`config.mk`:
```
export PLATFORM = sky130hd
export DESIGN_NAME = boundary_layer_residual_stencil_core_flat
export DESIGN_NICKNAME = d
export VERILOG_FILES = /design/src/hdl/bls_pkg.sv /design/src/hdl/bls_stream_if.sv /design/src/hdl/bls_div.sv /design/src/hdl/bls_mul.sv /design/src/hdl/boundary_layer_residual_stencil_core.sv /design/src/flat_wrapper.sv
export SDC_FILE = /design/constraint.sdc
export NUM_CORES = 1
export LEC_CHECK = 0
export ABC_AREA = 1
export BUFFER_PORTS_ARGS = -buffer_cell sky130_fd_sc_hd__buf_2
export CAP_MARGIN = 20
export CELL_PAD_IN_SITES_DETAIL_PLACEMENT = 0
export CELL_PAD_IN_SITES_GLOBAL_PLACEMENT = 2
export CORE_UTILIZATION = 29
export DETAILED_ROUTE_END_ITERATION = 8
export HOLD_SLACK_MARGIN = 0.08
export PLACE_DENSITY = 0.9
export RECOVER_POWER = 25
export SYNTH_ARGS = -nofsm -noshare
export SYNTH_HDL_FRONTEND = slang
export SYNTH_SLANG_ARGS = --single-unit
```
`constraint.sdc`:
```
create_clock -name clk -period 2.3 [get_ports clk]
set_input_delay 0.345 -clock clk [delete_from_list [all_inputs] [get_ports clk]]
set_output_delay 0.345 -clock clk [all_outputs]
set_load 0.05 [all_outputs]
```
`src/hdl/bls_pkg.sv`:
```
`timescale 1ns / 1ps
// ----------------------------------------------------------------------------
// bls_pkg
// Shared types, register indexes and helpers of the boundary-layer residual
// stencil core.
// ----------------------------------------------------------------------------
package bls_pkg;

  localparam int CFG_IDX_W = 3;
  localparam int QUOT_BITS = 41;
  localparam logic [QUOT_BITS-1:0] TERM_CAP = QUOT_BITS'(1) << (QUOT_BITS - 1);

  localparam logic [CFG_IDX_W-1:0] REG_WALL_F  = 3'd0;
  localparam logic [CFG_IDX_W-1:0] REG_WALL_G  = 3'd1;
  localparam logic [CFG_IDX_W-1:0] REG_WALL_T  = 3'd2;
  localparam logic [CFG_IDX_W-1:0] REG_FAR_G   = 3'd3;
  localparam logic [CFG_IDX_W-1:0] REG_FAR_T   = 3'd4;
  localparam logic [CFG_IDX_W-1:0] REG_PRANDTL = 3'd5;

  typedef struct packed {
    logic signed [31:0] x_pos;
    logic signed [31:0] f_val;
    logic signed [31:0] g_val;
    logic signed [31:0] t_val;
    logic               last_point;
  } point_t;

  typedef struct packed {
    logic signed [31:0] res_f;
    logic signed [31:0] res_g;
    logic signed [31:0] res_t;
    logic [15:0]        point_index;
    logic               last_result;
    logic               div_fault;
  } result_t;

  typedef enum logic [2:0] {
    ST_IDLE, ST_DECIDE, ST_LASTPREP, ST_ISSUE, ST_WAIT, ST_EMIT, ST_DONE
  } state_t;

  typedef enum logic [3:0] {
    OP_HH, OP_DF, OP_MG, OP_DG1, OP_DG2, OP_MP, OP_MT, OP_DT1, OP_DT2, OP_DL
  } op_t;

  typedef enum logic [1:0] {SH_0, SH_F, SH_2F} shift_t;

  typedef struct packed {
    logic        start;
    logic [63:0] num_mag;
    shift_t      shift;
    logic [63:0] divisor;
  } div_req_t;

  typedef struct packed {
    logic               start;
    logic signed [33:0] a;
    logic signed [33:0] b;
  } mul_req_t;

  // Clamp a signed value to the signed 32-bit range.
  function automatic logic signed [31:0] sat32(input logic signed [47:0] v);
    logic signed [31:0] r;
    if (v > 48'sd2147483647) begin
      r = 32'sh7FFFFFFF;
    end else if (v < -48'sd2147483648) begin
      r = 32'sh80000000;
    end else begin
      r = 32'(v);
    end
    return r;
  endfunction

endpackage

```
`src/hdl/bls_stream_if.sv`:
```
`timescale 1ns / 1ps
// ----------------------------------------------------------------------------
// bls_stream_if
// Valid/ready channel carrying one payload beat.
// ----------------------------------------------------------------------------
interface bls_stream_if #(parameter type payload_t = logic);
  logic     valid;
  logic     ready;
  payload_t data;

  modport source (output valid, output data, input ready);
  modport sink (input valid, input data, output ready);
endinterface

```
`src/hdl/bls_div.sv`:
```
`timescale 1ns / 1ps
// ----------------------------------------------------------------------------
// bls_div
// Restoring divider, one quotient bit per cycle, quotient capped at 2^40.
// ----------------------------------------------------------------------------
module bls_div #(
  parameter int FRAC_BITS = 16
) (
  input  logic                          clk,
  input  logic                          rst,
  input  bls_pkg::div_req_t             req,
  output logic                          done,
  output logic [bls_pkg::QUOT_BITS-1:0] quot
);

  localparam int QB = bls_pkg::QUOT_BITS;
  localparam int DW = 64 + 2 * FRAC_BITS;
  localparam int HW = DW - QB;
  localparam int CW = $clog2(QB + 1);

  logic [DW-1:0] dividend;
  logic [HW-1:0] hi;
  logic          over;
  logic [63:0]   rem;
  logic [63:0]   dvs;
  logic [QB-1:0] low;
  logic [QB-1:0] q;
  logic [CW-1:0] cnt;
  logic          busy;
  logic          capped;
  logic [64:0]   trial;
  logic          ge;

  always_comb begin
    case (req.shift)
      bls_pkg::SH_F:  dividend = DW'(req.num_mag) << FRAC_BITS;
      bls_pkg::SH_2F: dividend = DW'(req.num_mag) << (2 * FRAC_BITS);
      default:        dividend = DW'(req.num_mag);
    endcase
    hi    = dividend[DW-1:QB];
    // The quotient reaches 2^41 exactly when the top part is not below the divisor.
    over  = DW'(hi) >= DW'(req.divisor);
    trial = {rem, low[QB-1]};
    ge    = trial >= {1'b0, dvs};
  end

  always_ff @(posedge clk) begin
    if (rst) begin
      busy <= 1'b0;
      done <= 1'b0;
      cnt  <= '0;
    end else begin
      done <= 1'b0;
      if (req.start) begin
        capped <= over;
        rem    <= 64'(hi);
        low    <= dividend[QB-1:0];
        dvs    <= req.divisor;
        q      <= '0;
        cnt    <= CW'(QB);
        busy   <= !over;
        done   <= over;
      end else if (busy) begin
        rem <= ge ? 64'(trial - {1'b0, dvs}) : trial[63:0];
        q   <= {q[QB-2:0], ge};
        low <= low << 1;
        cnt <= cnt - 1'b1;
        if (cnt == CW'(1)) begin
          busy <= 1'b0;
          done <= 1'b1;
        end
      end
    end
  end

  assign quot = (capped || q > bls_pkg::TERM_CAP) ? bls_pkg::TERM_CAP : q;

endmodule

```
`src/hdl/bls_mul.sv`:
```
`timescale 1ns / 1ps
// ----------------------------------------------------------------------------
// bls_mul
// Shared signed 34 x 34 multiplier with a registered product.
// ----------------------------------------------------------------------------
module bls_mul (
  input  logic                clk,
  input  logic                rst,
  input  bls_pkg::mul_req_t   req,
  output logic                done,
  output logic signed [67:0]  prod
);

  always_ff @(posedge clk) begin
    if (rst) begin
      done <= 1'b0;
    end else begin
      done <= req.start;
    end
  end

  always_ff @(posedge clk) begin
    if (req.start) begin
      prod <= 68'(req.a) * 68'(req.b);
    end
  end

endmodule

```
`src/hdl/boundary_layer_residual_stencil_core.sv`:
```
`timescale 1ns / 1ps
// ----------------------------------------------------------------------------
// boundary_layer_residual_stencil_core
// Residuals of the boundary-layer equations over a streamed mesh.
// ----------------------------------------------------------------------------
// Mesh points enter on the points channel, one beat per point, in mesh order;
// the residuals channel returns one beat per point, also in mesh order. The
// first point of a run yields wall residuals, an interior point is reported
// when its successor arrives, and the point flagged last_point yields the
// far-field residuals, so one input beat gives zero, one or two result beats.
// Targets and the Prandtl number are written through cfg_we/cfg_index/cfg_data;
// the user must do so only while the core is idle, as the core itself does not
// enforce this. Writes to unused indexes are dropped. The core takes one point
// at a time. An interior point runs four multiplies and five divisions on one
// shared restoring divider; a last point adds one more division. The divider
// sets the rate.
// Reset clears the mesh window and point count and loads the register
// defaults. A result waits in the output register while the receiver stalls;
// the core stalls its own sequence only when it must load a further result.
// ----------------------------------------------------------------------------
module boundary_layer_residual_stencil_core #(
  parameter int MAX_POINTS = 65536,
  parameter int FRAC_BITS  = 16
) (
  input  logic                          clk,
  input  logic                          rst,
  bls_stream_if.sink                    points,
  bls_stream_if.source                  residuals,
  input  logic                          cfg_we,
  input  logic [bls_pkg::CFG_IDX_W-1:0] cfg_index,
  input  logic [31:0]                   cfg_data
);

  localparam int PSW = $clog2(MAX_POINTS + 1);

  // Configuration registers.
  logic signed [31:0] wall_f_target, wall_g_target, wall_t_target;
  logic signed [31:0] far_g_target, far_t_target;
  logic [30:0]        prandtl;

  always_ff @(posedge clk) begin
    if (rst) begin
      wall_f_target <= 32'sd0;
      wall_g_target <= 32'sd0;
      wall_t_target <= 32'sd1 <<< FRAC_BITS;
      far_g_target  <= 32'sd1 <<< FRAC_BITS;
      far_t_target  <= 32'sd0;
      prandtl       <= 31'd1 << FRAC_BITS;
    end else if (cfg_we) begin
      case (cfg_index)
        bls_pkg::REG_WALL_F:  wall_f_target <= cfg_data;
        bls_pkg::REG_WALL_G:  wall_g_target <= cfg_data;
        bls_pkg::REG_WALL_T:  wall_t_target <= cfg_data;
        bls_pkg::REG_FAR_G:   far_g_target  <= cfg_data;
        bls_pkg::REG_FAR_T:   far_t_target  <= cfg_data;
        bls_pkg::REG_PRANDTL: prandtl       <= cfg_data[30:0];
        default: ;
      endcase
    end
  end

  // Sequencer and datapath registers.
  bls_pkg::state_t    state, state_next;
  bls_pkg::op_t       op;
  bls_pkg::point_t    item;
  bls_pkg::result_t   pend;
  bls_pkg::result_t   out_data;
  logic               out_valid;
  logic               out_load;
  logic signed [31:0] window_x [2];
  logic signed [31:0] window_f [2];
  logic signed [31:0] window_g [2];
  logic signed [31:0] window_t [2];
  logic [PSW-1:0]     ps;
  logic [31:0]        hmag;
  logic               hneg;
  logic [63:0]        hh;
  logic signed [67:0] prod_q;
  logic signed [31:0] prt;
  logic signed [41:0] q_a;
  logic               div_neg;

  // Shared units.
  bls_pkg::div_req_t  div_req;
  bls_pkg::mul_req_t  mul_req;
  logic               div_done, mul_done;
  logic [bls_pkg::QUOT_BITS-1:0] quot;
  logic signed [67:0] mul_prod;

  bls_div #(.FRAC_BITS(FRAC_BITS)) u_div (
    .clk  (clk),
    .rst  (rst),
    .req  (div_req),
    .done (div_done),
    .quot (quot)
  );

  bls_mul u_mul (
    .clk  (clk),
    .rst  (rst),
    .req  (mul_req),
    .done (mul_done),
    .prod (mul_prod)
  );

  // Combinational helpers.
  logic signed [32:0] h_int, h_last;
  logic signed [35:0] lap_g, lap_t;
  logic signed [67:0] num;
  logic               num_neg_div;
  logic               op_is_mul;
  logic               unit_done;
  logic signed [41:0] qs;
  logic [63:0]        pmag, psh;
  logic signed [31:0] prt_val;
  logic [15:0]        idx_int, idx_last;
  logic               ps_ge2;

  always_comb begin
    h_int  = 33'(window_x[1]) - 33'(window_x[0]);
    h_last = 33'(item.x_pos) - 33'(window_x[1]);
    // Second differences, already doubled.
    lap_g  = (36'(window_g[0]) - 36'(window_g[1]) - 36'(window_g[1]) + 36'(item.g_val)) <<< 1;
    lap_t  = (36'(window_t[0]) - 36'(window_t[1]) - 36'(window_t[1]) + 36'(item.t_val)) <<< 1;
    op_is_mul = (op == bls_pkg::OP_HH) || (op == bls_pkg::OP_MG) ||
                (op == bls_pkg::OP_MP) || (op == bls_pkg::OP_MT);
    unit_done = op_is_mul ? mul_done : div_done;
    qs      = div_neg ? -$signed({1'b0, quot}) : $signed({1'b0, quot});
    ps_ge2  = ps >= PSW'(2);
    idx_int = 16'(ps - 1'b1);
    idx_last = 16'((ps >= PSW'(MAX_POINTS)) ? PSW'(MAX_POINTS - 1) : ps);

    // Pr*f truncated toward zero and clamped.
    pmag = mul_prod[67] ? 64'(-mul_prod) : 64'(mul_prod);
    psh  = pmag >> FRAC_BITS;
    if (!mul_prod[67]) begin
      prt_val = (psh > 64'h7FFFFFFF) ? 32'sh7FFFFFFF : 32'(psh);
    end else begin
      prt_val = (psh > 64'h80000000) ? 32'sh80000000 : 32'(-psh);
    end

    // Operand selection for the shared units.
    num                 = '0;
    num_neg_div         = 1'b0;
    div_req.start       = 1'b0;
    div_req.shift       = bls_pkg::SH_0;
    div_req.divisor     = 64'(hmag);
    mul_req.start       = 1'b0;
    mul_req.a           = '0;
    mul_req.b           = '0;
    case (op)
      bls_pkg::OP_HH: begin
        mul_req.a = 34'($signed({1'b0, hmag}));
        mul_req.b = 34'($signed({1'b0, hmag}));
      end
      bls_pkg::OP_MG: begin
        mul_req.a = 34'(window_f[1]);
        mul_req.b = 34'(33'(window_g[1]) - 33'(window_g[0]));
      end
      bls_pkg::OP_MP: begin
        mul_req.a = 34'($signed({1'b0, prandtl}));
        mul_req.b = 34'(window_f[1]);
      end
      bls_pkg::OP_MT: begin
        mul_req.a = 34'(prt);
        mul_req.b = 34'(33'(item.t_val) - 33'(window_t[1]));
      end
      bls_pkg::OP_DF: begin
        num           = 68'(33'(window_f[1]) - 33'(window_f[0]));
        div_req.shift = bls_pkg::SH_F;
        num_neg_div   = hneg;
      end
      bls_pkg::OP_DG1, bls_pkg::OP_DT1: begin
        num         = prod_q;
        num_neg_div = hneg;
      end
      bls_pkg::OP_DG2: begin
        num             = 68'(lap_g);
        div_req.shift   = bls_pkg::SH_2F;
        div_req.divisor = hh;
      end
      bls_pkg::OP_DT2: begin
        num             = 68'(lap_t);
        div_req.shift   = bls_pkg::SH_2F;
        div_req.divisor = hh;
      end
      bls_pkg::OP_DL: begin
        num           = 68'(33'(item.f_val) - 33'(window_f[1]));
        div_req.shift = bls_pkg::SH_F;
        num_neg_div   = hneg;
      end
      default: ;
    endcase
    div_req.num_mag = num[67] ? 64'(-num) : 64'(num);
    div_req.start   = (state == bls_pkg::ST_ISSUE) && !op_is_mul;
    mul_req.start   = (state == bls_pkg::ST_ISSUE) && op_is_mul;
  end

  // State register.
  always_ff @(posedge clk) begin
    if (rst) begin
      state <= bls_pkg::ST_IDLE;
    end else begin
      state <= state_next;
    end
  end

  // Next state and handshake outputs.
  always_comb begin
    state_next    = state;
    out_load      = 1'b0;
    points.ready  = 1'b0;
    case (state)
      bls_pkg::ST_IDLE: begin
        // No point is taken while reset is held.
        points.ready = !rst;
        if (points.valid) begin
          state_next = bls_pkg::ST_DECIDE;
        end
      end
      bls_pkg::ST_DECIDE: begin
        if (ps == '0) begin
          state_next = bls_pkg::ST_EMIT;
        end else if (ps_ge2) begin
          state_next = (h_int == '0) ? bls_pkg::ST_EMIT : bls_pkg::ST_ISSUE;
        end else begin
          state_next = item.last_point ? bls_pkg::ST_LASTPREP : bls_pkg::ST_DONE;
        end
      end
      bls_pkg::ST_LASTPREP: begin
        state_next = (h_last == '0) ? bls_pkg::ST_EMIT : bls_pkg::ST_ISSUE;
      end
      bls_pkg::ST_ISSUE: begin
        state_next = bls_pkg::ST_WAIT;
      end
      bls_pkg::ST_WAIT: begin
        if (unit_done) begin
          if (op == bls_pkg::OP_DT2 || op == bls_pkg::OP_DL) begin
            state_next = bls_pkg::ST_EMIT;
          end else begin
            state_next = bls_pkg::ST_ISSUE;
          end
        end
      end
      bls_pkg::ST_EMIT: begin
        if (!out_valid || residuals.ready) begin
          out_load   = 1'b1;
          // An interior result of a last point is followed by its far-field result.
          state_next = (!pend.last_result && item.last_point) ?
                       bls_pkg::ST_LASTPREP : bls_pkg::ST_DONE;
        end
      end
      bls_pkg::ST_DONE: begin
        state_next = bls_pkg::ST_IDLE;
      end
      default: state_next = bls_pkg::ST_IDLE;
    endcase
  end

  // Window and point count.
  always_ff @(posedge clk) begin
    if (rst) begin
      ps <= '0;
      for (int i = 0; i < 2; i++) begin
        window_x[i] <= '0;
        window_f[i] <= '0;
        window_g[i] <= '0;
        window_t[i] <= '0;
      end
    end else if (state == bls_pkg::ST_DONE) begin
      if (ps == '0) begin
        if (!item.last_point) begin
          window_x[1] <= item.x_pos;
          window_f[1] <= item.f_val;
          window_g[1] <= item.g_val;
          window_t[1] <= item.t_val;
          ps          <= PSW'(1);
        end
      end else if (item.last_point) begin
        ps <= '0;
      end else begin
        window_x[0] <= window_x[1];
        window_f[0] <= window_f[1];
        window_g[0] <= window_g[1];
        window_t[0] <= window_t[1];
        window_x[1] <= item.x_pos;
        window_f[1] <= item.f_val;
        window_g[1] <= item.g_val;
        window_t[1] <= item.t_val;
        if (ps < PSW'(MAX_POINTS)) begin
          ps <= ps + 1'b1;
        end
      end
    end
  end

  // Arithmetic datapath.
  always_ff @(posedge clk) begin
    case (state)
      bls_pkg::ST_IDLE: begin
        if (points.valid) begin
          item <= points.data;
        end
      end
      bls_pkg::ST_DECIDE: begin
        if (ps == '0) begin
          pend.res_f       <= bls_pkg::sat32(48'(item.f_val) - 48'(wall_f_target));
          pend.res_g       <= bls_pkg::sat32(48'(item.g_val) - 48'(wall_g_target));
          pend.res_t       <= bls_pkg::sat32(48'(item.t_val) - 48'(wall_t_target));
          pend.point_index <= '0;
          pend.last_result <= item.last_point;
          pend.div_fault   <= 1'b0;
        end else begin
          hmag <= h_int[32] ? 32'(-h_int) : 32'(h_int);
          hneg <= h_int[32];
          op   <= bls_pkg::OP_HH;
          // Zero spacing on an interior point gives an all-zero faulted result.
          pend.res_f       <= '0;
          pend.res_g       <= '0;
          pend.res_t       <= '0;
          pend.point_index <= idx_int;
          pend.last_result <= 1'b0;
          pend.div_fault   <= 1'b1;
        end
      end
      bls_pkg::ST_LASTPREP: begin
        hmag             <= h_last[32] ? 32'(-h_last) : 32'(h_last);
        hneg             <= h_last[32];
        op               <= bls_pkg::OP_DL;
        pend.res_f       <= '0;
        pend.res_g       <= bls_pkg::sat32(48'(item.g_val) - 48'(far_g_target));
        pend.res_t       <= bls_pkg::sat32(48'(item.t_val) - 48'(far_t_target));
        pend.point_index <= idx_last;
        pend.last_result <= 1'b1;
        pend.div_fault   <= (h_last == '0);
      end
      bls_pkg::ST_ISSUE: begin
        div_neg <= num[67] ^ num_neg_div;
      end
      bls_pkg::ST_WAIT: begin
        if (unit_done) begin
          case (op)
            bls_pkg::OP_HH: begin
              hh <= mul_prod[63:0];
              op <= bls_pkg::OP_DF;
            end
            bls_pkg::OP_DF: begin
              pend.res_f <= bls_pkg::sat32(48'(qs) - 48'(window_g[1]));
              op         <= bls_pkg::OP_MG;
            end
            bls_pkg::OP_MG: begin
              prod_q <= mul_prod;
              op     <= bls_pkg::OP_DG1;
            end
            bls_pkg::OP_DG1: begin
              q_a <= qs;
              op  <= bls_pkg::OP_DG2;
            end
            bls_pkg::OP_DG2: begin
              pend.res_g <= bls_pkg::sat32(48'(q_a) + 48'(qs));
              op         <= bls_pkg::OP_MP;
            end
            bls_pkg::OP_MP: begin
              prt <= prt_val;
              op  <= bls_pkg::OP_MT;
            end
            bls_pkg::OP_MT: begin
              prod_q <= mul_prod;
              op     <= bls_pkg::OP_DT1;
            end
            bls_pkg::OP_DT1: begin
              q_a <= qs;
              op  <= bls_pkg::OP_DT2;
            end
            bls_pkg::OP_DT2: begin
              pend.res_t     <= bls_pkg::sat32(48'(q_a) + 48'(qs));
              pend.div_fault <= 1'b0;
            end
            bls_pkg::OP_DL: begin
              pend.res_f <= bls_pkg::sat32(48'(qs) - 48'(item.g_val));
            end
            default: ;
          endcase
        end
      end
      default: ;
    endcase
  end

  // Output register.
  always_ff @(posedge clk) begin
    if (rst) begin
      out_valid <= 1'b0;
    end else if (out_load) begin
      out_valid <= 1'b1;
    end else if (residuals.ready) begin
      out_valid <= 1'b0;
    end
  end

  always_ff @(posedge clk) begin
    if (out_load) begin
      out_data <= pend;
    end
  end

  assign residuals.valid = out_valid;
  assign residuals.data  = out_data;

  // A taken point always starts its evaluation on the next cycle.
  a_accept_decide: assert property (@(posedge clk) disable iff (rst)
    (points.valid && points.ready) |=> (state == bls_pkg::ST_DECIDE))
    else $error("accepted point did not enter evaluation");

  // The divider only reports back while the sequencer waits on a division.
  a_div_owner: assert property (@(posedge clk) disable iff (rst)
    div_done |-> (state == bls_pkg::ST_WAIT && !op_is_mul))
    else $error("divider result arrived outside a division step");

  // A finished last point ends the run.
  a_run_end: assert property (@(posedge clk) disable iff (rst)
    (state == bls_pkg::ST_DONE && item.last_point) |=> (ps == '0))
    else $error("point count not cleared after last point");

endmodule
```
`src/flat_wrapper.sv`:
```
// flat-port wrapper written by rule: the top's interface ports become plain ports
module boundary_layer_residual_stencil_core_flat 
#(
  parameter int MAX_POINTS = 65536,
  parameter int FRAC_BITS  = 16
)
  (clk, rst, cfg_we, cfg_index, cfg_data, points_valid, points_data, points_ready, residuals_valid, residuals_data, residuals_ready);
  bls_stream_if points_i ();
  bls_stream_if residuals_i ();
  input  logic clk;
  input  logic rst;
  input  logic cfg_we;
  input  logic [bls_pkg::CFG_IDX_W-1:0] cfg_index;
  input  logic [31:0] cfg_data;
  input wire logic [$bits(points_i.valid)-1:0] points_valid;
  input wire logic [$bits(points_i.data)-1:0] points_data;
  output wire logic [$bits(points_i.ready)-1:0] points_ready;
  output wire logic [$bits(residuals_i.valid)-1:0] residuals_valid;
  output wire logic [$bits(residuals_i.data)-1:0] residuals_data;
  input wire logic [$bits(residuals_i.ready)-1:0] residuals_ready;
  assign points_i.valid = points_valid;
  assign points_i.data = points_data;
  assign points_ready = points_i.ready;
  assign residuals_valid = residuals_i.valid;
  assign residuals_data = residuals_i.data;
  assign residuals_i.ready = residuals_ready;
  boundary_layer_residual_stencil_core #(.MAX_POINTS(MAX_POINTS), .FRAC_BITS(FRAC_BITS)) u_core (.clk(clk), .rst(rst), .points(points_i), .residuals(residuals_i), .cfg_we(cfg_we), .cfg_index(cfg_index), .cfg_data(cfg_data));
endmodule
```
==> results of run 1 <==
-- kinds of logic (layout without fill, tap and decap cells) --
kind of cell    Yosys count  after routing  synth area share, %
simple gates            236            236                 43.5
buf+inv                  56             69                 9.57
flops                    38             38                 35.7
compound gates           32             32                 7.60
fa+ha+maj                 4              4                 2.13
xor+xnor                  4              4                 1.49
-- cell usage after synthesis --
master,n,area [um2]
o21ai_1,2,10.0
nor3b_1,1,7.51
inv_2,3,11.3
a21oi_1,18,90.1
a21oi_4,1,16.3
clkbuf_1,2,7.51
nand2_1,98,368
nor3_2,1,10.0
dfxtp_1,30,601
nand2_4,1,11.3
o21a_1,1,7.51
or2_0,1,6.26
or2_2,1,6.26
buf_4,2,15.0
nand2_2,1,6.26
nor4_1,1,6.26
clkinv_1,1,3.75
nand4_1,8,50.1
inv_1,47,176
nor3_1,8,40.0
o22ai_1,1,6.26
edfxtp_1,8,240
o21ai_0,7,35.0
nand3_2,3,30.0
a31oi_1,1,6.26
buf_6,1,11.3
nor2_2,7,43.8
nor2_4,1,11.3
xor2_1,4,35.0
a211oi_1,1,7.51
nor2_1,75,282
ha_1,4,50.1
nand3_1,29,145
-- sequential cells by signal, summed over array words and instances (netlist names) --
signal                  cells
u_core.ps                  17
u_core.u_div.cnt            6
u_core.op                   4
u_core.state                3
u_core.pend                 2
u_core.item                 1
u_core.residuals.data       1
u_core.residuals.valid      1
u_core.u_div.busy           1
u_core.u_div.done           1
u_core.u_mul.done           1
-- area by class of cell --
type                    count  area, um2  area share [%]
multi-input cells         276       1290            49.6
clock inverters             2       12.5           0.482
inverters                  51        191            7.37
repair buffers             10       55.1            2.12
well taps                 102        128            4.91
clock buffers               6       82.6            3.18
flip-flops and latches     38        841            32.4
-- stage by stage --
step | setup slack [ns] | cell area, um2 | utilization, % | instances | hold WS [ns]
final | 0.405 | 2600 | 33.3 | 485 | 0.223
after global routing | 0.158 | 2600 | 33.3 | 485 | 0.215
after CTS | 0.394 | 2600 | 33.3 | 485 | 0.222
after detailed placement | 0.409 | 2500 | 32.1 | 477 | 0.421
after global placement | 0.373 | 2500 | 32.1 | 477 | 0.404
after floorplan | 0.696 | 2350 | - | 370 | 0.400
-- critical path: cells and delay by family, from the launching register on --
family,cells,cell delay (ns)
simple gates,6,0.95
flops,1,0.48
compound gates,1,0.13
-- power by group through the flow --
stage	sequential (W)	clock (W)	combinational [W]
final	0.000853	0.000508	0.000511
after global routing	0.000867	0.000553	0.000577
after CTS	0.000852	0.000527	0.000513
after detailed placement	0.000866	0	0.000511
after global placement	0.000866	0	0.000513
after floorplan	0.000863	0	0.000386
-- path summary, 6_finish.rpt --
kind                  startpoint                     to  slack, ns
setup / recovery    u_core.op[3]           u_core.op[0]       0.40
hold / removal       points_data         u_core.item[0]       0.22
setup reg to reg    u_core.op[3]           u_core.op[0]       0.40
hold reg to reg   u_core.pend[0]  u_core.residuals.data       0.44
-- metal layers --
layer	wire (um)	vias to the layer above	share of wire [%]
li1	-	1196	-
met1	2950	1027	50
met5	0	-	0
met2	2590	48	44
met4	69	0	1.2
met3	254	6	4.3
==> out/metrics.cfg, run 1 <==
[outcome]
status=complete, no violations

[place]
hpwlAfterDp_um=4480
gp_congestion=0.835
port_buffers=7

[routing]
firstDrtPassIters=6
drt_iter0_markers=122
drt-total-wl_um=5860
viasPerCell=4.69
routedWlPerCell_um=12.1
vias=2277
ant_nets=0
drc=0

[logic_synthesis]
synth_fp_nets=415
seq_area_frac_synth_pct=35.7
syn_inst=370
avgSynthCellArea_um2=6.36
ys_warn_count=0
syn-cell-area_um2=2350
yosys.cell_types.count=33
synth_seq_cells=38

[layout]
syn_to_final_growth_pct=10.4
layout.nets=427
final_common_cell=nand2_1
drive_above_1_share_pct=9.14
diodes=0
fill_cells=844
final_cell_mix=nand2_1, nor2_1, inv_1, dfxtp_1, nand3_1

[clocking]
cts_tree=done
clockBufferDepth=2
root_buffer=clkbuf_8
cts-buffers-inserted=5
clkSlewWorstSetupHoldPaths_ns=0.08
hold_buffers=0
cts_sinks=38
cts_post_setup_buffers_inserted=0
cts_resized=0
h-tree-depth=2
insertion_delay_ns=0.30

[power]
intPower_w=0.00117
seq_power_share_pct=45.6
leakage_nw=1.10
power.density_nw_per_um2=721
pwr-share-comb_pct=27.3
clkPwrFrac_pct=27.1
ir_drop_mv=0.246
power_w=0.00187
p_sw_w=0.000700
sw_frac_of_total_pct=37.4

[die]
io_pins=44
rows=32
core_area_um2=7810
die_w_um=92.1
dieArea_um2=8480
chipHeight_um=92.1
start_util_pct=30.1

[sta]
grt_setup_unrepaired=false
slew_violations=0
fmax_ghz=0.528
fin_skew_ns=0.00762
tightest_slew_ns=0.607
fin_setup_tns_ns=0
setup_viol=0
timing.final.crit_share_pct=82.4
fin_crit_ns=1.90
hold_viol=0
slew_headroom_pct=59.7

[critical_path]
reg2reg_depth=7
path_max_fanout=7
worstPathRequired_ns=2.28
cpPeakStageDelay_ns=0.48
criticalPathCategory=reg2reg
slowest_stage=edfxtp_1
end_kind=register
path_cells=nor2_1, nand3_1, nand2_1, nand2_1, nand3_1, o21ai_0, nor2_1
arrival_ns=1.87
critPathLaunchType=register

[grt]
busiest_layer=met2
use_met2_pct=23.8
grt_use_total_pct=15.1
use_met1_pct=20.3
grt_pass1_vias=2129
grt_max_degree=17
grt_use_met3_pct=3.98
antenna_found_initial=0
overflow=0
grt_pass1_wl_um=10100

[hold_path]
hp-class=in2reg
holdPathStages=1

[job]
cap_violations=0

No activity file was read; power rests on OpenSTA's default activity.
==> run 2, diff against run 1 <==
- clock period: 2.3 -> 1.9 ns (I/O delays scaled with it)
==> out/metrics.cfg, run 2 (synthesis results as in run 1) <==
[critical_path]
rr_startpoint=u_core.op[3]
crit_end=u_core.op[1]
worstPathRequired_ns=1.92
arrival_ns=1.72
r2r-end=u_core.op[1]
reg2reg_depth=8
criticalPathCategory=reg2reg
regToRegSetupSlack_ns=0.19
path_max_fanout=4
end_kind=register
cp-startpoint=u_core.op[3]
critPathLaunchType=register

[power]
leakage_nw=1.16
ir_drop_mv=0.251
power.density_nw_per_um2=952

[clocking]
cts_tree=done
root_buffer=clkbuf_8
clockBufferDepth=2
hold_buffers=0
insertion_delay_ns=0.29
cts_sinks=38
clkSlewWorstSetupHoldPaths_ns=0.08
cts-buffers-inserted=5
h-tree-depth=2
cts_post_setup_buffers_inserted=0

[layout]
finish.utilization_pct=34.7
final_common_cell=nand2_1
syn_to_final_growth_pct=15.2
largest-register=u_core.ps
top_regs=u_core.ps (17), u_core.u_div.cnt (6), u_core.op (4)
largest_register_ffs=17
diodes=0
fin_area_um2=2710
final_cell_mix=nand2_1, nor2_1, inv_1, dfxtp_1, nand3_1
drive_above_1_share_pct=11.0
layout.nets=434

[sta]
tightest_slew_ns=0.609
timing.final.crit_share_pct=89.8
fmax_ghz=0.586
slew_violations=0
fin_crit_ns=1.71
whs_ns=0.170
fin_setup_tns_ns=0
grt_setup_unrepaired=false
hold_viol=0
setup_viol=0
slew_headroom_pct=59.6
fin_skew_ns=0.00588

[routing]
drt-total-wl_um=5890
ant_nets=0
routedWlPerCell_um=12.0
drt_iter0_markers=145
drc=0
viasPerCell=4.58
vias=2255
firstDrtPassIters=4

[hold_path]
hp-class=in2reg

[grt]
overflow=0
grt_use_total_pct=15.1
grt_pass1_wl_um=10100
antenna_found_initial=0
grt_pass1_vias=2223
grt_max_degree=15

[place]
port_buffers=7
gp_congestion=0.834
dpl_cell_area_um2=2570
hpwlAfterDp_um=4620

[die]
rows=32
dieArea_um2=8480
die_w_um=92.1
chipHeight_um=92.1
start_util_pct=30.1
io_pins=44
core_area_um2=7810

[job]
cap_violations=0

[outcome]
status=complete, no violations

-- run 2: changes by cell type in the layout (fill, tap and decap cells not counted), sizes merged --
cell      previous run  this run
buf                  8        14
bufinv               0         2
clkbuf               8         9
clkinv               2         1
clkinvlp             1         0
-- run 2: per-stage QoR --
| step | worst slack [ns] | std cells | total power (W) |
|---|---|---|---|
| final | 0.194 | 492 | 0.00258 |
| after global routing | 0.0336 | 492 | 0.00276 |
| after CTS | 0.147 | 492 | 0.00260 |
| after detailed placement | 0.162 | 484 | 0.00173 |
| after global placement | 0.162 | 484 | 0.00172 |
| after floorplan | 0.296 | 370 | 0.00151 |
-- run 2: report_power, final --
group / leakage [nW] / internal, W / switching [W]
Combinational: 0.774 / 0.000212 / 0.000477
Sequential: 0.318 / 0.000958 / 0.0000667
Clock: 0.0714 / 0.000560 / 0.000307
-- run 2: what timing repair did --
item | CTS | global route
resized for setup | 0 | 2
endpoints found under the hold margin | 0 | 0
endpoints found under the setup margin | 0 | 5
-- run 2: final cells by class --
cell class / count / area [um2]
clock buffer: 6 / 82.6
clock inverter: 2 / 60.1
fill: 884 / 5100
inverter: 51 / 191
multi-input combinational: 276 / 1290
sequential: 38 / 841
tap: 102 / 128
timing repair buffer: 17 / 116
-- run 2: routing by layer --
metal	vias to the layer above	routed length, um	share of wire (%)	GRT usage (%)
met5	-	0	0	0
met2	38	2660	45	24.6
met4	0	90	1.5	4.69
met1	1002	2900	49	19.6
met3	8	241	4.1	3.73
li1	1207	-	-	-
-- run 2: worst min path at each step --
stage / from / end / cells after the start
floorplan: rst / u_core.ps[0] / 1
detailed placement: u_core.pend[0] / u_core.residuals.data / 0
global placement: u_core.pend[0] / u_core.residuals.data / 0
CTS: points_data / u_core.item[0] / 1
finish: points_data / u_core.item[0] / 1
global route: points_data / u_core.item[0] / 1
-- run 2: worst max-delay path, cell delays in order, from the launching register on --
cell	delay [ns]
edfxtp_1	0.44
nor2_2	0.17
nand3_1	0.14
nand2_2	0.11
nand2_1	0.06
nand3_1	0.10
o21ai_0	0.14
nor2_1	0.12
buf_4	0.15
==> run 3, diff against run 2 <==
- CORE_ASPECT_RATIO: default -> 2
==> out/metrics.cfg, run 3 (synthesis results as in run 1) <==
[sta]
fin_crit_ns=1.72
hold_viol=0
fin_setup_tns_ns=0
fmax_ghz=0.581
fin_skew_ns=0.0107
tightest_slew_ns=0.595
grt_setup_unrepaired=false
slew_headroom_pct=60.5
timing.final.crit_share_pct=90.7
setup_viol=0
slew_violations=0

[layout]
final_common_cell=nand2_1
largest_register_ffs=17
drive_above_1_share_pct=11.6
fin_area_um2=2720
layout.nets=433
syn_to_final_growth_pct=15.4
finish.utilization_pct=34.4
diodes=0
largest-register=u_core.ps
fill_cells=866
final_cell_mix=nand2_1, nor2_1, inv_1, dfxtp_1, nand3_1
top_regs=u_core.ps (17), u_core.u_div.cnt (6), u_core.op (4)

[outcome]
status=complete, no violations

[routing]
drc=0
drt-total-wl_um=6810
viasPerCell=4.83
vias=2344
routedWlPerCell_um=14.0
drt_iter0_markers=113
firstDrtPassIters=5
ant_nets=0

[critical_path]
path_cells=ha_1, nand3_1, nor2_4, nand3_1, nor2_1, nand3_1, a21oi_1
end_kind=register
critPathLaunchType=register
worstPathRequired_ns=2.12
path_max_fanout=6
arrival_ns=1.94
slowest_stage=dfxtp_1
path_common_cell=nand3_1
reg2reg_depth=7
criticalPathCategory=reg2reg
cpPeakStageDelay_ns=0.41

[power]
power.density_nw_per_um2=1010
leakage_nw=1.17
ir_drop_mv=0.689

[die]
dieArea_um2=8500
io_pins=44
start_util_pct=29.8
core_area_um2=7890
rows=46
chipHeight_um=129
die_w_um=65.7

[clocking]
cts_tree=done
insertion_delay_ns=0.29
cts_resized=0
cts-buffers-inserted=5
cts_post_setup_buffers_inserted=0
hold_buffers=0
h-tree-depth=2
root_buffer=clkbuf_16
clkSlewWorstSetupHoldPaths_ns=0.06
cts_sinks=38
clockBufferDepth=2

[place]
hpwlAfterDp_um=5340
port_buffers=7
dpl_cell_area_um2=2540
gp_congestion=0.888

[grt]
grt_pass1_wl_um=11100
grt_use_total_pct=17.8
grt_pass1_vias=2387
antenna_found_initial=0
grt_max_degree=15
overflow=0

[job]
cap_violations=0

[hold_path]
hp-class=in2reg
holdPathStages=1

-- run 3: path summary, 6_finish.rpt --
path,endpoint,from,slack [ns]
setup reg to reg,u_core.ps[16],u_core.ps[1],0.18
setup / recovery,u_core.ps[16],u_core.ps[1],0.18
hold reg to reg,u_core.residuals.data,u_core.pend[0],0.44
hold / removal,u_core.item[0],points_data,0.18
-- run 3: final cells by class --
cell class | instances | area, um2 | area share [%]
clock buffer | 5 | 125 | 4.61
multi-input combinational | 276 | 1300 | 48.0
sequential | 38 | 841 | 31.0
tap | 96 | 120 | 4.42
clock inverter | 3 | 40.0 | 1.47
inverter | 51 | 191 | 7.05
timing repair buffer | 16 | 96.3 | 3.55
-- run 3: power breakdown --
part	internal [W]	switching, W
Combinational	0.000230	0.000501
Clock	0.000615	0.000358
Sequential	0.000960	0.0000723
-- run 3: per-layer routing --
layer | vias up | share of wire, % | GRT usage (%)
met1 | 1062 | 34 | 15.1
met3 | 35 | 1.8 | 2.64
li1 | 1200 | - | -
met2 | 47 | 56 | 34.0
met5 | - | 0 | 0
met4 | 0 | 8.2 | 15.3
-- run 3: per-stage QoR --
step / total power [W] / setup WS (ns) / std cells / hold slack, ns
after global routing: 0.00291 / 0.0259 / 485 / 0.172
final: 0.00274 / 0.177 / 485 / 0.176
after CTS: 0.00274 / 0.156 / 485 / 0.168
after global placement: 0.00176 / 0.173 / 477 / 0.409
after floorplan: 0.00151 / 0.296 / 370 / 0.363
after detailed placement: 0.00177 / 0.170 / 477 / 0.422
-- run 3: worst max-delay path: cells and delay by family (launching register included) --
kind                       cells  cell delay [ns]
and+or+nand+nor                5             0.89
DFF                            1             0.41
adders and majority gates      1             0.24
AOI/OAI and AO/OA              1             0.12
